--- src/oep_pkg.sv ---
// shared types, constants and register codes of the obstacle endpoint predictor
package oep_pkg;

    localparam int WORD_W  = 32;
    localparam int FRAC_W  = 16;
    localparam int REG_W   = 31;
    localparam int N_CELLS = 31;

    // configuration register indexes
    localparam logic [1:0] CFG_PRED_TIME   = 2'd0;
    localparam logic [1:0] CFG_TIME_MARGIN = 2'd1;
    localparam logic [1:0] CFG_MIN_DET     = 2'd2;
    localparam logic [1:0] CFG_MIN_SPEED   = 2'd3;

    localparam logic [REG_W-1:0] PRED_TIME_RST   = 31'd262144;
    localparam logic [REG_W-1:0] TIME_MARGIN_RST = 31'd131072;
    localparam logic [REG_W-1:0] MIN_DET_RST     = 31'd66;
    localparam logic [REG_W-1:0] MIN_SPEED_RST   = 31'd66;

    localparam logic signed [WORD_W-1:0] SMAX = 32'sh7FFF_FFFF;
    localparam logic signed [WORD_W-1:0] SMIN = -32'sh7FFF_FFFF - 32'sd1;

    typedef struct packed {
        logic [REG_W-1:0]   pred;
        logic [REG_W-1:0]   margin;
        logic [REG_W-1:0]   min_det;
        logic [2*REG_W-1:0] ms2;
    } oep_cfg_t;

    typedef struct packed {
        logic signed [WORD_W-1:0] rx;
        logic signed [WORD_W-1:0] ry;
        logic signed [WORD_W-1:0] rvx;
        logic signed [WORD_W-1:0] rvy;
        logic                     pv;
        logic signed [WORD_W-1:0] tx;
        logic signed [WORD_W-1:0] ty;
        logic signed [WORD_W-1:0] tvx;
        logic signed [WORD_W-1:0] tvy;
    } oep_in_t;

    typedef struct packed {
        logic signed [WORD_W-1:0] tx;
        logic signed [WORD_W-1:0] ty;
        logic signed [WORD_W-1:0] tvx;
        logic signed [WORD_W-1:0] tvy;
        logic                     inter;
        logic                     sat;
    } oep_side_t;

    typedef struct packed {
        logic [63:0]        rem;
        logic [N_CELLS-1:0] low;
        logic [63:0]        dv;
        logic [N_CELLS-1:0] quo;
        logic               ovf;
    } oep_div_t;

    typedef struct packed {
        oep_side_t side;
        oep_div_t  div;
    } oep_cell_t;

endpackage

--- src/oep_cell.sv ---
// one restoring division cell: one quotient bit per cell
module oep_cell import oep_pkg::*; (
    input  logic      aclk,
    input  logic      aresetn,
    input  logic      in_valid,
    output logic      in_ready,
    input  oep_cell_t in_data,
    output logic      out_valid,
    input  logic      out_ready,
    output oep_cell_t out_data
);

    logic      v_reg;
    oep_cell_t d_reg, d_next;
    logic [64:0] pr, dvx, diff;
    logic        ge;

    assign in_ready = !v_reg || out_ready;

    // shift in the next dividend bit, compare and subtract
    always_comb begin
        pr   = {in_data.div.rem, in_data.div.low[N_CELLS-1]};
        dvx  = {1'b0, in_data.div.dv};
        diff = pr - dvx;
        ge   = pr >= dvx;
        d_next          = in_data;
        d_next.div.rem  = ge ? diff[63:0] : pr[63:0];
        d_next.div.low  = {in_data.div.low[N_CELLS-2:0], 1'b0};
        d_next.div.quo  = {in_data.div.quo[N_CELLS-2:0], ge};
    end

    always_ff @(posedge aclk) begin
        if (!aresetn) begin
            v_reg <= 1'b0;
        end else if (in_ready) begin
            v_reg <= in_valid;
        end
    end

    always_ff @(posedge aclk) begin
        if (in_ready && in_valid) d_reg <= d_next;
    end

    assign out_valid = v_reg;
    assign out_data  = d_reg;

endmodule

--- config.mk ---
export PLATFORM = sky130hd
export DESIGN_NAME = oep_cell
export DESIGN_NICKNAME = d
export VERILOG_FILES = /design/src/oep_pkg.sv /design/src/oep_cell.sv
export SDC_FILE = /design/constraint.sdc
export NUM_CORES = 1
export LEC_CHECK = 0
export ABC_AREA = 1
export ABC_CLOCK_PERIOD_IN_PS = 22600
export BUFFER_PORTS_ARGS = -buffer_cell sky130_fd_sc_hd__buf_2
export CAP_MARGIN = 5
export CORE_AREA = 2 2 250 252
export DETAILED_ROUTE_END_ITERATION = 10
export DIE_AREA = 0 0 252 254
export PLACE_DENSITY = 0.49
export SLEW_MARGIN = 10
export SYNTH_ARGS = -nofsm -noshare
export SYNTH_HDL_FRONTEND = slang
export SYNTH_SLANG_ARGS = --single-unit
--- constraint.sdc ---
create_clock -name aclk -period 22.6 [get_ports aclk]
set_input_delay 5.65 -clock aclk [delete_from_list [all_inputs] [get_ports aclk]]
set_output_delay 5.65 -clock aclk [all_outputs]
set_load 0.02 [all_outputs]
==> results of run 1 <==
-- synth_stat cells --
library cell and n:
nor4_1 6, nor2_2 18, buf_12 4, o21ai_2 1, a21oi_1 44, clkinv_1 1
nor3_2 1, a21boi_0 1, nand3_2 3, nand3b_1 13, nand3_1 143, dfxtp_1 1
clkbuf_1 3, nand2_8 1, fa_1 1, nand4_1 9, xnor2_1 1, or2_2 1
nor3_1 11, buf_4 2, o21ai_0 6, and2_1 3, nor2_1 94, nand2_2 46
a21oi_4 1, nand2_4 1, buf_1 4, nor2_4 8, ha_1 64, nand2_1 647
a21oi_2 1, edfxtp_1 320, inv_1 365, inv_2 23, o21bai_1 1, a21o_1 1
nor2_8 1, conb_1 1, xor2_1 30, buf_2 7, and3_1 3
-- cells in the final DEF, fill, tap and decap left out, types with 23 or more instances in the layout --
master and n:
inv_2 23, nand3_1 143, nand2_2 46, nand2_1 647
edfxtp_1 320, a21oi_1 43, buf_2 645, inv_1 365
clkbuf_16 40, ha_1 64, nor2_1 94, xor2_1 30
-- routing by layer --
| metal | part of all wire | global-route usage | wire [µm] |
|---|---|---|---|
| met2 | 0.50 | 0.413 | 38400 |
| met5 | 0.0028 | 0 | 218 |
| met1 | 0.40 | 0.271 | 30900 |
| met3 | 0.076 | 0.0711 | 5900 |
| met4 | 0.027 | 0.0636 | 2070 |
-- state kept, by name, summed over array words and instances (netlist names) --
register and count:
out_valid 1, out_data 320
-- layout make-up --
| cell class | count | area share |
|---|---|---|
| diodes | 13 | 0.00145 |
| clock buffers | 44 | 0.0454 |
| clock inverters | 21 | 0.00767 |
| inverters | 389 | 0.0653 |
| multi-input cells | 1162 | 0.259 |
| flip-flops and latches | 321 | 0.431 |
| well taps | 790 | 0.0442 |
| repair buffers | 650 | 0.147 |
-- worst min-delay path, cell delays in order, from the launching register on --
cell,delay (ns)
dfxtp_1,0.35
nand2_1,0.10
a21boi_0,0.09
-- logic make-up (layout without fill, tap and decap cells) --
logic type                 after synthesis  after routing  synth area share
DFF                                    321            321             0.566
buffers and inverters                  409           1104            0.0950
adders and majority gates               65             65            0.0482
AOI/OAI and AO/OA                       56             56            0.0180
other                                    1             14          0.000220
and+or+nand+nor                       1009           1009             0.257
xor gates and xnor gates                31             31            0.0160
-- metrics by stage --
stage | power (mW) | cell area, µm² | cells | utilization
floorplan | 0.969 | 17000 | 1892 | -
global placement | 1.10 | 21100 | 3312 | 0.345
detailed placement | 1.10 | 21100 | 3312 | 0.345
CTS | 1.71 | 22300 | 3377 | 0.364
global route | 1.76 | 22300 | 3380 | 0.365
finish | 1.69 | 22400 | 3390 | 0.365
-- path summary, 6_finish.rpt --
path / startpoint / slack (ns) / end
max reg2reg: out_valid / 19.40 / out_data[79]
min: out_valid / 0.60 / out_valid
min reg2reg: out_valid / 0.60 / out_valid
max: out_ready / 10.85 / in_ready
-- power groups by stage --
stage	logic, mW	clock network (mW)	registers (mW)
finish	0.363	0.600	0.724
global route	0.397	0.638	0.728
CTS	0.368	0.621	0.725
detailed placement	0.366	0	0.736
global placement	0.366	0	0.736
floorplan	0.161	0	0.809
==> results.txt, run 1 <==
yosys warns -> 0
routability cong. -> 0.941
worst-skew pair later-pin latency -> 0.55 ns
status -> complete, no violations
final setup margin -> 10.85 ns
Pint -> 1.17 mW
area of the multi-input gates -> 5780 µm²
CTS clk-pin slew, worst paths -> 0.06 ns
area grow syn2layout -> 31.4%
Yosys top cell by area -> edfxtp_1
VDD IR max -> 0.0410 mV
synthesized area per cell -> 8.99 µm²
Logic pwr share -> 0.215
Tot GR Track Use -> 0.233
Post-CTS Hold Buffers -> 0
Fmax -> 85.1 MHz
CORE AREA -> 61,300 µm²
layout cells sized above 1 -> 0.314
WP depth -> 4
Flop pwr share -> 0.429
startpoint types -> primary input
# setup viols final -> 0
chip width -> 252 µm
pin count of the biggest net entering global routing -> 162
post-synth top area share -> 0.565
Psw -> 0.523 mW
FF+latch area -> 9630 µm²
Total Neg Setup Slack -> 0 ns
highest net fanout along the worst path -> 2
DR WL/cell -> 22.8 µm
1st-iter DRT viols -> 972
input/output buffers -> 645
Required @ worst endpoint -> 16.95 ns
Pleak -> 11.3 nW
CP max-delay cell -> buf_2
Routed Antenna Nets -> 0
Cells after Synth -> 1,892
drt pass-1 iters -> 7
Crit path largest cell delay -> 0.17 ns
I/O pins -> 648
first-pass GRT wire length -> 105,000 µm
minimum clock period -> 11.75 ns
Synth cell types -> 41
total wire length -> 77,400 µm
worst hold margin -> 0.603 ns
routed vias -> 15,100
detailed placement HPWL -> 64,900 µm
initial core utilization -> 0.278
slew margin rel. -> 0.349
kind of end point of the critical path -> output port
RSZ-0062 raised after global routing -> no
cts repair resizes -> 0
pre-CTS setup slack -> 10.86 ns
Hold WC Path Type -> flop to flop
worst path bufs/invs -> 3
initial antenna violation count -> 34
final hold violation count -> 0
H-Tree Depth -> 2
DRC errors left -> 0
max-cap violations -> 0
Sw Ratio -> 0.310
Setup Skew -> 0.0108 ns
# rows -> 91
r2r worst-path depth -> 3
CP Class -> primary input to output port
post-CTS setup buffers -> 0
worst hold stages -> 2
Clk network pwr share -> 0.356
register area share after synthesis -> 0.566
Tcrit/Tclk final -> 0.520
worst path cell trace -> buf_2 > inv_1 > nand2_1 > buf_2
top cells by area, synth -> edfxtp_1 (56%), nand2_1 (14%), inv_1 (8.1%), ha_1 (4.7%), nand3_1 (4.2%)
Net count, final -> 2,953
#FFs+latches synth -> 321
vias in the first global route -> 14,800
Crit path top cell by count -> buf_2
Die Y -> 254 µm
GRT Residual Overflow -> 0
die area -> 64,000 µm²
Filler cells -> 6,493
P per Cell Area -> 75.5 nW/µm²
syn_nets -> 2,282
Final Max Tran Viols -> 0
TritonCTS Buffers -> 39
Netlist Area Pre-Place -> 17,000 µm²
routed vias/inst -> 4.45
Slew @ Worst Pin -> 0.977 ns
clk buf depth -> 3
root buffer cell -> clkbuf_16
CTS tree -> done
top cell family by delay on the critical path -> buffers and inverters
CP arrival -> 6.10 ns
# clock sinks -> 321
Power figures use the tool's default switching activity.
==> run 2: changes to the inputs <==
- ABC_CLOCK_PERIOD_IN_PS: 22600 -> 11700
- PLACE_DENSITY: 0.49 -> 0.47
- clock period: 22.6 -> 11.7 ns (I/O delays scaled with it)
==> run 2 against run 1 <==
Against the previous run: setup slack worse by 5.5 ns; highest routed layer unchanged; clock-buffer cell count grew 9; sequential share of layout area fell by 0.055 points; wire length up 0.37%; critical path depth stayed put; critical path type unchanged; via count increased by 0.18%; register-to-register slack got worse by 9.5 ns; largest cell class unchanged.
==> results.txt, run 2 (same netlist as run 1, synthesis figures left out) <==
Fmax -> 158 MHz
Pleak -> 11.3 nW (about the same)
TritonCTS Buffers -> 39 (unchanged)
hold path startpoint -> out_valid (unchanged)
area of the multi-input gates -> 5780 µm² (unchanged)
pin count of the biggest net entering global routing -> 165 (was 162)
Pint -> 2.28 mW (was 1.17 mW)
minimum clock period -> 6.34 ns
Final Max Tran Viols -> 0 (unchanged)
status -> complete, no violations (unchanged)
Required @ worst endpoint -> 8.78 ns (was 16.95 ns)
input/output buffers -> 645 (unchanged)
first-pass GRT wire length -> 106,000 µm (was 105,000 µm)
Psw -> 1.02 mW (was 0.523 mW)
initial core utilization -> 0.278 (unchanged)
I/O pins -> 648 (unchanged)
GRT Residual Overflow -> 0 (unchanged)
layout cells sized above 1 -> 0.313 (was 0.314)
Total Neg Setup Slack -> 0 ns (unchanged)
VDD IR max -> 0.0876 mV (was 0.0410 mV)
DRC errors left -> 0 (unchanged)
Tcrit/Tclk final -> 0.542
chip width -> 252 µm (unchanged)
CORE AREA -> 61,300 µm² (unchanged)
worst-skew pair later-pin latency -> 0.56 ns (was 0.55 ns)
die area -> 64,000 µm² (unchanged)
pre-CTS setup slack -> 5.37 ns (was 10.86 ns)
Crit path top cell by count -> buf_2 (unchanged)
Hold WC Path Type -> flop to flop (unchanged)
kind of end point of the critical path -> output port (unchanged)
Setup Skew -> 0.0178 ns (was 0.0108 ns)
vias in the first global route -> 15,000 (was 14,800)
Slew @ Worst Pin -> 1.15 ns (was 0.977 ns)
initial antenna violation count -> 24 (was 34)
FF+latch area -> 9630 µm² (unchanged)
worst path bufs/invs -> 3 (unchanged)
CTS clk-pin slew, worst paths -> 0.06 ns (about the same)
RSZ-0062 raised after global routing -> no (unchanged)
Filler cells -> 6,469 (was 6,493)
Logic pwr share -> 0.214 (was 0.215)
# setup viols final -> 0 (unchanged)
CP max-delay cell -> buf_2 (unchanged)
post-CTS setup buffers -> 0 (unchanged)
1st-iter DRT viols -> 1,005 (was 972)
drt pass-1 iters -> 5 (was 7)
clk buf depth -> 3 (unchanged)
top cell family by delay on the critical path -> buffers and inverters (unchanged)
routed vias/inst -> 4.47 (was 4.45)
slew margin rel. -> 0.235 (was 0.349)
final setup margin -> 5.36 ns (was 10.85 ns)
worst path cell trace -> buf_2 > inv_1 > nand2_1 > buf_2 (unchanged)
commonest cells after routing, fill and taps aside -> nand2_1 (647), buf_2 (645), inv_1 (365) (unchanged)
max-cap violations -> 0 (unchanged)
DR WL/cell -> 23.0 µm (was 22.8 µm)
Net count, final -> 2,952 (was 2,953)
Routed Antenna Nets -> 0 (unchanged)
P per Cell Area -> 147 nW/µm² (was 75.5 nW/µm²)
Die Y -> 254 µm (unchanged)
CP arrival -> 3.41 ns (was 6.10 ns)
Tot GR Track Use -> 0.234 (was 0.233)
Sw Ratio -> 0.308 (was 0.310)
Clk network pwr share -> 0.363 (was 0.356)
routability cong. -> 0.904 (was 0.941)
total wire length -> 77,700 µm (was 77,400 µm)
max reg flops -> 320 (unchanged)
H-Tree Depth -> 2 (unchanged)
CTS tree -> done (unchanged)
commonest non-fill, non-tap cell in the layout -> nand2_1 (unchanged)
final hold violation count -> 0 (unchanged)
# clock sinks -> 321 (unchanged)
root buffer cell -> clkbuf_16 (unchanged)
Flop pwr share -> 0.424 (was 0.429)
critical register-to-register path startpoint -> out_valid (unchanged)
routed vias -> 15,100 (about the same)
detailed placement HPWL -> 64,600 µm (was 64,900 µm)
highest net fanout along the worst path -> 2 (unchanged)
Crit path largest cell delay -> 0.17 ns (about the same)
CP Class -> primary input to output port (unchanged)
# rows -> 91 (unchanged)
cts repair resizes -> 0 (unchanged)
area grow syn2layout -> 31.6% (was 31.4%)
start point of the critical path -> out_ready (unchanged)
worst hold margin -> 0.570 ns (was 0.603 ns)
startpoint types -> primary input (unchanged)
Final Util -> 0.365 (about the same)
Post-CTS Hold Buffers -> 0 (unchanged)
[run 2: changes by cell type in the layout (fill, tap and decap cells not counted), sizes merged]
cell	previous run	this run
inv	389	388
clkbuf	44	53
clkinv	17	12
buf	650	649
clkinvlp	2	1
diode	13	6
bufinv	2	3
[run 2: worst paths after layout]
check	endpoint	slack (ns)	cells past startpoint
setup / recovery	in_ready	5.36	4
hold / removal	out_valid	0.57	2
setup reg to reg	out_data[37]	9.87	2
hold reg to reg	out_valid	0.57	2
[run 2: power by group through the flow]
stage | Clock (mW) | Sequential [mW] | Combinational, mW
2_1_floorplan | 0 | 1.53 | 0.311
3_3_place_gp | 0 | 1.42 | 0.710
3_5_place_dp | 0 | 1.42 | 0.712
4_1_cts | 1.23 | 1.40 | 0.715
5_1_grt | 1.27 | 1.41 | 0.771
6_report | 1.20 | 1.40 | 0.705
[run 2: routing by layer]
metal	vias to the layer above	global-route usage	wire length, µm
li1	7319	-	-
met3	97	0.0477	4860
met1	7155	0.290	32100
met5	-	0	129
met4	20	0.0445	1430
met2	533	0.419	39200
[run 2: layout make-up]
| class | count | area share |
|---|---|---|
| inverters | 389 | 0.0652 |
| multi-input cells | 1162 | 0.258 |
| well taps | 790 | 0.0442 |
| clock buffers | 53 | 0.0468 |
| diodes | 6 | 0.000671 |
| repair buffers | 649 | 0.147 |
| flip-flops and latches | 321 | 0.430 |
| clock inverters | 15 | 0.00805 |
[run 2: worst reg2reg max path: stages, from the launching register on]
cell,delay [ns]
dfxtp_1,0.34
a21oi_4,0.22
buf_12,0.46
[run 2: through the flow]
stage	total power, mW	cell area [µm²]	instances
finish	3.30	22400	3385
global route	3.44	22400	3381
CTS	3.34	22400	3379
detailed placement	2.13	21100	3311
global placement	2.13	21100	3311
floorplan	1.85	17000	1892
==> run 3: changes to the inputs <==
- ABC_AREA: 1 -> 0
- ABC_CLOCK_PERIOD_IN_PS: 11700 -> 6600
- CORE_AREA: 2 2 250 252 -> 2 2 252 254
- DIE_AREA: 0 0 252 254 -> 0 0 254 256
- PLACE_DENSITY: 0.47 -> 0.42
- clock period: 11.7 -> 6.6 ns (I/O delays scaled with it)
==> run 3 against run 2 <==
Against the previous run: global-route usage fell by 6.4 points; highest routed layer unchanged; first-iteration DRC count shrank 34%; sequential cell count stayed put; die area rose by 1.6%; sequential power up 76%; sequential share of layout area up 5.1 points.
==> results.txt, run 3 <==
chip width -> 254 µm (was 252 µm)
clk buf depth -> 3 (unchanged)
detailed placement HPWL -> 46,800 µm (was 64,600 µm)
startpoint types -> primary input (unchanged)
syn_nets -> 1,458 (was 2,282)
worst setup path endpoint -> out_data[150] (was in_ready)
VDD IR max -> 0.174 mV (was 0.0876 mV)
Post-CTS Hold Buffers -> 0 (unchanged)
max reg flops -> 320 (unchanged)
kind of end point of the critical path -> flop (was output port)
slew margin rel. -> 0.378 (was 0.235)
final hold violation count -> 0 (unchanged)
max-cap violations -> 0 (unchanged)
CORE AREA -> 62,400 µm² (was 61,300 µm²)
Synth cell types -> 66 (was 41)
total power -> 5.76 mW (was 3.30 mW)
CP max-delay cell -> or4b_4 (was buf_2)
yosys warns -> 0 (unchanged)
DP Cell Count -> 2,535 (was 3,311)
commonest non-fill, non-tap cell in the layout -> buf_2 (was nand2_1)
Most used DFF post-synth -> edfxtp_1 (unchanged)
Fmax -> 208 MHz
vias in the first global route -> 11,500 (was 15,000)
Yosys top cell by area -> edfxtp_1 (unchanged)
top cells by area, synth -> edfxtp_1 (66%), ha_1 (5.5%), a21oi_1 (4.0%), inv_1 (2.2%), nor2_1 (2.1%) (was edfxtp_1 (56%), nand2_1 (14%), inv_1 (8.1%), ha_1 (4.7%), nand3_1 (4.2%))
I/O pins -> 648 (unchanged)
Tot GR Track Use -> 0.169 (was 0.234)
total wire length -> 57,400 µm (was 77,700 µm)
routed vias/inst -> 4.32 (was 4.47)
# clock sinks -> 321 (unchanged)
# setup viols final -> 0 (unchanged)
Clk network pwr share -> 0.386 (was 0.363)
commonest cells after routing, fill and taps aside -> buf_2 (645), edfxtp_1 (320), a21oi_1 (115) (was nand2_1 (647), buf_2 (645), inv_1 (365))
post-CTS setup buffers -> 0 (unchanged)
DRC errors left -> 0 (unchanged)
first-pass GRT wire length -> 79,500 µm (was 106,000 µm)
RSZ-0062 raised after global routing -> no (unchanged)
Routed Antenna Nets -> 0 (unchanged)
DR WL/cell -> 21.9 µm (was 23.0 µm)
Hold WC Path Type -> flop to flop (unchanged)
CTS tree -> done (unchanged)
dpl cell area -> 18,700 µm² (was 21,100 µm²)
die area -> 65,000 µm² (was 64,000 µm²)
Required @ worst endpoint -> 6.91 ns (was 8.78 ns)
H-Tree Depth -> 2 (unchanged)
routability cong. -> 0.841 (was 0.904)
TritonCTS Buffers -> 40 (was 39)
asr flop ratio synth -> 0 (unchanged)
Cells after Synth -> 1,068 (was 1,892)
status -> complete, no violations (unchanged)
synthesized area per cell -> 13.6 µm² (was 8.99 µm²)
worst path cell trace -> buf_2 > inv_1 > ha_1 > nor2b_1 > o21bai_1 > a211oi_1 > or4b_4 > a311oi_4 > o32a_2 > o21ba_4 > o21bai_4 > buf_4 > mux2_4 (was buf_2 > inv_1 > nand2_1 > buf_2)
routed vias -> 11,300 (was 15,100)
pre-CTS setup slack -> 1.15 ns (was 5.37 ns)
CTS clk-pin slew, worst paths -> 0.06 ns (about the same)
input/output buffers -> 645 (unchanged)
root buffer cell -> clkbuf_16 (unchanged)
highest net fanout along the worst path -> 57 (was 2)
final std cells w/o fill -> 2,620 (was 3,385)
post-synth top area share -> 0.664 (was 0.565)
Tcrit/Tclk final -> 0.730
layout cells sized above 1 -> 0.420 (was 0.313)
critical register-to-register path startpoint -> out_valid (unchanged)
drt pass-1 iters -> 4 (was 5)
# rows -> 92 (was 91)
pin count of the biggest net entering global routing -> 106 (was 165)
Flop pwr share -> 0.430 (was 0.424)
CP Class -> primary input to flop (was primary input to output port)
Setup Skew -> 0.0132 ns (was 0.0178 ns)
cts repair resizes -> 0 (unchanged)
Net count, final -> 2,121 (was 2,952)
initial core utilization -> 0.232 (was 0.278)
P per Cell Area -> 288 nW/µm² (was 147 nW/µm²)
Total Neg Setup Slack -> 0 ns (unchanged)
minimum clock period -> 4.82 ns
CP arrival -> 5.13 ns (was 3.41 ns)
top-count cell post-synth -> edfxtp_1 (was nand2_1)
Pleak -> 8.64 nW (was 11.3 nW)
r2r worst-path depth -> 3 (was 2)
Pint -> 4.13 mW (was 2.28 mW)
synth cell count leaders -> edfxtp_1 (320), a21oi_1 (115), inv_1 (84) (was nand2_1 (647), inv_1 (365), edfxtp_1 (320))
GRT Residual Overflow -> 0 (unchanged)
worst-skew pair later-pin latency -> 0.57 ns (was 0.56 ns)
Logic pwr share -> 0.184 (was 0.214)
Crit path largest cell delay -> 0.59 ns (was 0.17 ns)
#FFs+latches synth -> 321 (unchanged)
1st-iter DRT viols -> 662 (was 1,005)
Slew @ Worst Pin -> 0.934 ns (was 1.15 ns)
Final Util -> 0.321 (was 0.365)
Final Max Tran Viols -> 0 (unchanged)
design area -> 20,000 µm² (was 22,400 µm²)
flop2flop setup slack -> 4.38 ns (was 9.87 ns)
initial antenna violation count -> 33 (was 24)
register area share after synthesis -> 0.665 (was 0.566)
final setup margin -> 1.78 ns (was 5.36 ns)
worst reg2reg path endpoint -> out_data[300] (was out_data[37])
EDFF count, synth -> 320 (unchanged)
start point of the critical path -> in_data[33] (was out_ready)
Netlist Area Pre-Place -> 14,500 µm² (was 17,000 µm²)
worst hold margin -> 0.586 ns (was 0.570 ns)
area grow syn2layout -> 38.2% (was 31.6%)
Psw -> 1.63 mW (was 1.02 mW)
Die Y -> 256 µm (was 254 µm)
Sw Ratio -> 0.283 (was 0.308)
## run 3: changes by cell type after synthesis, moves of 23 or more
cell and delta:
xnor2_1 +30, a21o_1 +28, o21ai_0 +29, nand2_2 -46, inv_2 -23, nand2_1 -584
inv_1 -281, a21oi_1 +71, nand3_1 -129
## run 3: area by class of cell
| class | count | area (µm²) |
|---|---|---|
| timing repair buffer | 652 | 3330 |
| clock buffer | 48 | 1050 |
| sequential | 321 | 9630 |
| multi-input combinational | 632 | 4320 |
| antenna | 12 | 30.0 |
| fill | 6441 | 42400 |
| tap | 846 | 1060 |
| clock inverter | 25 | 265 |
| inverter | 84 | 315 |
## run 3: kinds of logic (layout without fill, tap and decap cells)
logic type	after synthesis	in the layout	share of synthesized area
adders and majority gates	65	65	0.0567
AOI/OAI and AO/OA	264	264	0.116
muxes	17	17	0.0173
buffers and inverters	115	809	0.0364
other	1	13	0.000259
xor gates and xnor gates	60	60	0.0363
and+or+nand+nor	225	225	0.0722
DFF	321	321	0.665
## run 3: routing by layer
metal | share of wire | global-route usage | vias up
met2 | 0.51 | 0.309 | 452
met1 | 0.35 | 0.170 | 5389
met4 | 0.035 | 0.0634 | 32
met5 | 0.0036 | 0 | -
li1 | - | - | 5335
met3 | 0.097 | 0.0699 | 116
## run 3: power groups by stage
stage / Combinational (mW) / Clock [mW] / Sequential [mW]
floorplan: 0.456 / 0 / 2.72
global placement: 1.08 / 0 / 2.51
detailed placement: 1.08 / 0 / 2.51
CTS: 1.08 / 2.31 / 2.47
global route: 1.16 / 2.38 / 2.49
finish: 1.06 / 2.22 / 2.47
## run 3: how the worst min path moves through the flow
stage	end	slack (ns)	cells after the start	from
final	out_valid	0.59	2	out_valid
after global routing	out_valid	0.64	2	out_valid
after detailed placement	out_valid	0.57	2	out_valid
after global placement	out_valid	0.55	2	out_valid
after CTS	out_valid	0.59	2	out_valid
after floorplan	out_valid	0.75	2	out_valid
## run 3: critical path: cells and delay by family
family          cells  cell delay (ns)
buf+inv             3             0.49
simple gates        2             0.74
fa+ha+maj           1             0.31
mux                 1             0.37
compound gates      6             1.50
